===== src/rtl/core/obb_pkg.sv =====
`timescale 1ns / 1ps
// ----------------------------------------------------------------------------
// obb_pkg
// Shared constants for the orthonormal basis builder core.
// ----------------------------------------------------------------------------
package obb_pkg;

    localparam int DATA_WIDTH = 32;
    localparam int IN_FRAC    = 16;
    localparam int MUL_CHUNK  = 24;

endpackage


===== src/rtl/core/obb_mul.sv =====
`timescale 1ns / 1ps
// ----------------------------------------------------------------------------
// obb_mul
// Pipelined signed multiplier built from chunk products, summed row by row.
// The pipeline advances only while ce is high.
// ----------------------------------------------------------------------------
module obb_mul #(
    parameter int AW    = obb_pkg::DATA_WIDTH,
    parameter int BW    = obb_pkg::DATA_WIDTH,
    parameter int CHUNK = obb_pkg::MUL_CHUNK
) (
    input  logic                 aclk,
    input  logic                 ce,
    input  logic [AW-1:0]        a,
    input  logic [BW-1:0]        b,
    output logic [AW+BW-1:0]     p
);

    localparam int NA  = (AW + CHUNK - 1) / CHUNK;
    localparam int NB  = (BW + CHUNK - 1) / CHUNK;
    localparam int PRW = (NA + NB) * CHUNK;

    logic [AW-1:0]         abs_a;
    logic [BW-1:0]         abs_b;
    logic [NA*CHUNK-1:0]   ma_reg;
    logic [NB*CHUNK-1:0]   mb_reg;
    logic [2*CHUNK-1:0]    prod_reg [NA][NB];
    logic [PRW-1:0]        row_e [NA];
    logic [PRW-1:0]        row_o [NA];
    logic [PRW-1:0]        rd_reg [NA][NA];
    logic                  neg_reg [NA+2];

    always_comb begin
        abs_a = a[AW-1] ? AW'(-$signed(a)) : a;
        abs_b = b[BW-1] ? BW'(-$signed(b)) : b;
    end

    // rows of chunk products, even and odd columns never overlap
    always_comb begin
        for (int m = 0; m < NA; m++) begin
            row_e[m] = '0;
            row_o[m] = '0;
            for (int j = 0; j < NB; j++) begin
                if (j % 2 == 0) begin
                    row_e[m][(m+j)*CHUNK +: 2*CHUNK] = prod_reg[m][j];
                end else begin
                    row_o[m][(m+j)*CHUNK +: 2*CHUNK] = prod_reg[m][j];
                end
            end
        end
    end

    always_ff @(posedge aclk) begin
        if (ce) begin
            ma_reg     <= (NA*CHUNK)'(abs_a);
            mb_reg     <= (NB*CHUNK)'(abs_b);
            neg_reg[0] <= a[AW-1] ^ b[BW-1];
            for (int i = 0; i < NA; i++) begin
                for (int j = 0; j < NB; j++) begin
                    prod_reg[i][j] <= ma_reg[i*CHUNK +: CHUNK] * mb_reg[j*CHUNK +: CHUNK];
                end
            end
            for (int k = 1; k < NA + 2; k++) begin
                neg_reg[k] <= neg_reg[k-1];
            end
            for (int m = 0; m < NA; m++) begin
                rd_reg[0][m] <= row_e[m] + row_o[m];
            end
            for (int k = 1; k < NA; k++) begin
                rd_reg[k][0] <= rd_reg[k-1][0] + rd_reg[k-1][k];
                for (int m = 1; m < NA; m++) begin
                    rd_reg[k][m] <= rd_reg[k-1][m];
                end
            end
            p <= (AW+BW)'(neg_reg[NA+1] ? -rd_reg[NA-1][0] : rd_reg[NA-1][0]);
        end
    end

endmodule


===== config.mk =====
export PLATFORM = sky130hd
export DESIGN_NAME = obb_mul
export DESIGN_NICKNAME = d
export VERILOG_FILES = /design/src/rtl/core/obb_pkg.sv /design/src/rtl/core/obb_mul.sv
export SDC_FILE = /design/constraint.sdc
export NUM_CORES = 2
export LEC_CHECK = 0
export ABC_AREA = 1
export BUFFER_PORTS_ARGS = -buffer_cell sky130_fd_sc_hd__buf_2
export CAP_MARGIN = 15
export CELL_PAD_IN_SITES_DETAIL_PLACEMENT = 0
export CELL_PAD_IN_SITES_GLOBAL_PLACEMENT = 1
export CORE_ASPECT_RATIO = 1.75
export CORE_MARGIN = 1.5
export CORE_UTILIZATION = 44
export CTS_BUF_LIST = sky130_fd_sc_hd__clkbuf_4
export DETAILED_ROUTE_END_ITERATION = 8
export PLACE_DENSITY = 0.87
export SYNTH_ARGS = -nofsm -noshare
export SYNTH_HDL_FRONTEND = slang
export SYNTH_SLANG_ARGS = --single-unit

===== constraint.sdc =====
create_clock -name aclk -period 13.3 [get_ports aclk]
set_input_delay 3.99 -clock aclk [delete_from_list [all_inputs] [get_ports aclk]]
set_output_delay 3.99 -clock aclk [all_outputs]
set_load 0.05 [all_outputs]

* Yosys cells after proc, flatten, opt, wreduce, memory -nomap -nowiden *
Memory sizes are Yosys's and may differ from the RTL's.
Index checks and enable logic that the tools add are counted.

cells by class
  add/subtract/negate cells = 6
  multipliers = 4
  multiplexer cells = 5
  bitwise logic cells = 1

operator list
  cell                          count
  adder 72 x 96 -> 96 bit       1
  adder 96 bit                  1
  adder 48 x 72 -> 73 bit       1
  2-to-1 mux 64 bit             1
  negation 32 bit               2
  negation 64 bit               1
  2-to-1 mux 31 bit             2
  multiplier 24 x 24 -> 48 bit  1
  multiplier 24 x 8 -> 32 bit   1
  multiplier 8 x 24 -> 32 bit   1
  multiplier 8 x 8 -> 16 bit    1
  2-to-1 mux 1 bit              2
  bitwise XOR 1 bit             1

word-level totals
  flip-flop bits (word level) = 128
  bits in writable memories = 548
  bits of input ports = 66
  output and inout bits = 64
  word-level logic and storage cells = 24
  memories = 3

memories
  name      depth  width  rd ports  clocked after Yosys merged registers in  wr ports  RTL line       RTL
  rd_reg    2      192    2         0                                        2         obb_mul.sv:30  logic [PRW-1:0] rd_reg [NA][NA];
  prod_reg  2      80     2         0                                        2         obb_mul.sv:27  logic [2*CHUNK-1:0] prod_reg [NA][NB];
  neg_reg   4      1      4         0                                        4         obb_mul.sv:31  logic neg_reg [NA+2];

* Logic depth before layout (Yosys ltp) *
An unclocked memory read counts as a cell.

  word-level depth = 3
  gate-level depth with buffers = 29
  mapped depth without buffers = 28

* Worst setup path before layout *
Ideal clock, no wire load.

  path kind = register -> register
  start point = register mb_reg[3]
  end point = memory prod_reg[0][65] (netlist bit) (data pin)
  data arrival time = 5,650 ps
  path slack = 7,398 ps
  cell stages (with the launch flop) = 27
  path buffers = 1
  period minus slack after synthesis = 5,902 ps
  cells stage by stage = edfxtp_1 -> clkbuf_1 -> nand2_1 -> fa_1 -> inv_1 -> fa_1 -> inv_1 -> fa_1 -> inv_1 -> fa_1 -> inv_1 -> fa_1 -> inv_1 -> fa_1 -> inv_1 -> fa_1 -> inv_1 -> ha_1 -> nand2_1 -> nor2_1 -> nand2_1 -> nor2_1 -> nand2_1 -> nand3_1 -> nand2_1 -> nand3_1 -> nand2_1

RTL lines
  element                 RTL line       RTL
  from (decl)             obb_mul.sv:26  logic [NB*CHUNK-1:0] mb_reg;
  from (signal assigned)  obb_mul.sv:56  mb_reg <= (NB*CHUNK)'(abs_b);
  to (decl)               obb_mul.sv:27

==> insert_results.sql <==
INSERT INTO impl_metrics (metric_group, metric, value, unit) VALUES
('outcome', 'run_status', 'finished clean', ''),
('synthesis', 'yosys.area_share.adder', '35.84', '%'),
('routing', 'drc', '0', ''),
('synthesis', 'synth_seq_area_share', '22.11', '%'),
('sta', 'finalSetupTns', '0', 'ps'),
('place', 'dp_hpwl', '141.7', 'mm'),
('synthesis', 'ys_ff_latch', '421', ''),
('global_routing', 'grt_overflow', '0', ''),
('sta', 'setup_viol', '0', ''),
('synthesis', 'netlist_instances', '7352', ''),
('routing', 'remaining_antenna_violation_count_after_routing', '0', ''),
('worst_setup_path', 'cp_launch_type', 'flop', ''),
('min_path', 'hold_path_startpoint', 'rd_reg[0][119]', ''),
('global_routing', 'grt_antenna_before_repair', '9', ''),
('synthesis', 'synth_edf_count', '421', ''),
('clock_network', 'clock_net_sink_count', '421', ''),
('die', 'die-area', '0.1322', 'sq mm'),
('finish', 'nNetsFinal', '8678', ''),
('worst_setup_path', 'timing.reg2reg.worst_path_depth', '26', ''),
('global_routing', 'global_route_wire_length_before_repair', '275.8', 'mm'),
('worst_setup_path', 'crit_path_start', 'mb_reg[4]', ''),
('synthesis', 'synthArstFlopShare', '0', '%'),
('sta', 'relSlewSlack', '28.26', '%'),
('die', 'row_count', '174', ''),
('synthesis', 'synth_simple_gate_area_share', '21.87', '%'),
('die', 'area_of_the_core', '0.1287', 'sq mm'),
('worst_setup_path', 'cp_num_buf_inv', '8', ''),
('worst_setup_path', 'critPathSlowestCell', 'sky130_fd_sc_hd__edfxtp_1', ''),
('global_routing', 'via_count_of_the_first_global_routing_pass', '50800', ''),
('synthesis', 'synth_area', '0.05718', 'sq mm'),
('clock_network', 'hold_buffers', '0', ''),
('routing', 'detail_route.first_pass.iterations', '8', ''),
('worst_setup_path', 'regToRegStartpoint', 'mb_reg[4]', ''),
('worst_setup_path', 'cp-end-kind', 'flop', ''),
('die', 'fp.dieW', '275.5', 'microns'),
('synthesis', 'share_of_the_synthesized_area_in_compound_gates_ao_oa_aoi_oai', '3.269', '%'),
('worst_setup_path', 'critical-path-top-delay-family', 'adder cells', ''),
('clock_network', 'clock_tree.htree_level_count', '3', ''),
('clock_network', 'gates_resized_cts_repair', '0', ''),
('routing', 'viasPerCell', '5.093', ''),
('worst_setup_path', 'slowest_cell_delay_on_critical_path', '630', 'ps'),
('clock_network', 'cts-root-buf', 'sky130_fd_sc_hd__clkbuf_4', ''),
('die', 'initial_utilization', '44.44', '%'),
('sta', 'clock-skew-final', '83.36', 'ps'),
('finish', 'layout-drive-gt1-share', '5.463', '%'),
('synthesis', 'synth_top_family_by_area', 'adder cells', ''),
('worst_setup_path', 'path_depth', '26', ''),
('routing', 'drt-wirelength-per-cell', '19.27', 'microns'),
('global_routing', 'grt_usage', '27.66', '%'),
('clock_network', 'clk_latency', '1040', 'ps'),
('synthesis', 'mux_cell_area_share_after_synthesis', '0', '%'),
('sta', 'timing.final.hold_violations', '0', ''),
('min_path', 'worst_hold_path.num_cells', '0', ''),
('die', 'number_of_placed_i_o_pins', '130', ''),
('routing', 'dr_wl_met3', '8.757', 'mm'),
('worst_setup_path', 'timing.setup.critical_path_class', 'flop to flop', ''),
('routing', 'wl', '177.3', 'mm'),
('worst_setup_path', 'critical_path_peak_fanout', '22', ''),
('sta', 'worst-slew-pin-transition', '1076', 'ps'),
('synthesis', 'number_of_distinct_library_cells_after_synthesis', '44', ''),
('routing', 'maxUsedRoutingLayer', 'met5', ''),
('flow_run', 'cap_violations', '0', ''),
('clock_network', 'clock_tree_from_tritoncts', 'done', ''),
('synthesis', 'post_synthesis_xor_xnor_area_fraction', '3.155', '%'),
('min_path', 'min-delay-path-class', 'flop to flop', ''),
('routing', 'dr_wl_met2', '94.12', 'mm'),
('die', 'dieHeight', '479.9', 'microns'),
('clock_network', 'max-clock-path-buffers', '3', ''),
('clock_network', 'post_cts_clock_slew_at_the_launch_and_capture_registers_of_the_worst_setup_and_hold_paths', '80', 'ps'),
('place', 'io_buffers', '129', ''),
('synthesis', 'synthFlopType', 'sky130_fd_sc_hd__edfxtp_1', '');
-- logic make-up (layout without fill, tap and decap cells) --
logic type	after synthesis	in the layout
buffers and inverters	2094	2265
flip-flops	421	421
AO/OA/AOI/OAI	344	344
other	0	4
adder cells (fa/ha/maj)	1167	1167
AND/OR/NAND/NOR	3120	3120
XOR/XNOR	206	206
-- final timing paths --
path / slack, ps / endpoint
setup / recovery: 6580 / prod_reg[0][73]
hold / removal: 410 / rd_reg[1][119]
setup reg to reg: 6580 / prod_reg[0][73]
hold reg to reg: 410 / rd_reg[1][119]
-- metal layers --
layer	GRT usage, %	vias up
met5	0	-
li1	-	21980
met2	51.92	1628
met1	26.94	22550
met4	20.70	10
met3	3.965	689
-- synthesized netlist by cell type (2+ instances only) --
| library cell | count | area (sq um) |
|---|---|---|
| sky130_fd_sc_hd__xnor2_1 | 53 | 464.2 |
| sky130_fd_sc_hd__a21boi_0 | 2 | 15.01 |
| sky130_fd_sc_hd__nor3b_1 | 2 | 15.01 |
| sky130_fd_sc_hd__edfxtp_1 | 421 | 12640 |
| sky130_fd_sc_hd__a211oi_1 | 2 | 15.01 |
| sky130_fd_sc_hd__nor3_2 | 4 | 40.04 |
| sky130_fd_sc_hd__clkbuf_1 | 203 | 762.0 |
| sky130_fd_sc_hd__inv_2 | 9 | 33.78 |
| sky130_fd_sc_hd__and2_1 | 7 | 43.79 |
| sky130_fd_sc_hd__nor4_1 | 9 | 56.30 |
| sky130_fd_sc_hd__nand2_2 | 6 | 37.54 |
| sky130_fd_sc_hd__nand2b_1 | 3 | 18.77 |
| sky130_fd_sc_hd__o21bai_1 | 13 | 97.59 |
| sky130_fd_sc_hd__nand2_1 | 2291 | 8600 |
| sky130_fd_sc_hd__nand3_1 | 241 | 1206 |
| sky130_fd_sc_hd__nor2_2 | 14 | 87.58 |
| sky130_fd_sc_hd__a31oi_1 | 9 | 56.30 |
| sky130_fd_sc_hd__a21oi_2 | 2 | 17.52 |
| sky130_fd_sc_hd__xor2_1 | 153 | 1340 |
| sky130_fd_sc_hd__inv_1 | 1875 | 7038 |
| sky130_fd_sc_hd__o21a_1 | 7 | 52.55 |
| sky130_fd_sc_hd__o21ai_1 | 6 | 30.03 |
| sky130_fd_sc_hd__buf_2 | 6 | 30.03 |
| sky130_fd_sc_hd__a21o_1 | 8 | 60.06 |
| sky130_fd_sc_hd__o21ai_2 | 3 | 26.28 |
| sky130_fd_sc_hd__nand4_1 | 56 | 350.3 |
| sky130_fd_sc_hd__o21ai_0 | 106 | 530.5 |
| sky130_fd_sc_hd__nand3b_1 | 5 | 37.54 |
| sky130_fd_sc_hd__nor3_1 | 44 | 220.2 |
| sky130_fd_sc_hd__ha_1 | 382 | 4780 |
| sky130_fd_sc_hd__o211ai_1 | 6 | 45.04 |
| sky130_fd_sc_hd__a21oi_1 | 178 | 890.9 |
| sky130_fd_sc_hd__nor2_1 | 417 | 1565 |
| sky130_fd_sc_hd__nor2_4 | 5 | 56.30 |
| sky130_fd_sc_hd__fa_1 | 785 | 15720 |
| sky130_fd_sc_hd__o21ai_4 | 2 | 32.53 |
| sky130_fd_sc_hd__nand3_2 | 10 | 100.1 |
-- layout by cell type, fill, tap and decap left out, drive strengths merged, types with 8 or more instances in the layout --
master	n
edfxtp	421
a21oi	180
o21bai	13
xor2	153
o21ai	117
inv	1889
xnor2	53
nor2	437
clkbuf	125
nand2	2298
nor3	48
nor4	9
ha	382
nand4	57
nand3	251
buf	200
clkinv	42
fa	785
a21o	8
a31oi	9
-- area by class of cell --
| class | instances | area (sq um) |
|---|---|---|
| Multi-Input combinational cell | 4837 | 36670 |
| Clock inverter | 55 | 476.7 |
| Sequential cell | 421 | 12640 |
| Clock buffer | 123 | 923.4 |
| Fill cell | 12760 | 67560 |
| Antenna cell | 4 | 10.01 |
| Tap cell | 1672 | 2092 |
| Inverter | 1885 | 7076 |
| Timing Repair Buffer | 202 | 1210 |
-- worst register-to-register path: cells and delay by family, from the launching register on --
kind | cells | cell delay (ps)
adder cells (fa/ha/maj) | 8 | 3850
buffers and inverters | 8 | 770
flip-flops | 1 | 630
AND/OR/NAND/NOR | 10 | 1250
-- through the flow --
stage | cell area, sq um | util (%) | hold slack [ps] | worst slack, ps | std cells
2_1_floorplan | 57180 | - | 400.3 | 7398 | 7352
3_3_place_gp | 59670 | 46.38 | 401.2 | 6405 | 9015
3_5_place_dp | 59670 | 46.38 | 404.5 | 6349 | 9015
4_1_cts | 61070 | 47.47 | 413.4 | 6515 | 9193
5_1_grt | 61100 | 47.49 | 417.6 | 6217 | 9199
6_report | 61100 | 47.49 | 408.8 | 6576 | 9199
Power is not shown: default switching activity piles up to over one toggle a cycle in this logic, so the estimate is an artifact.
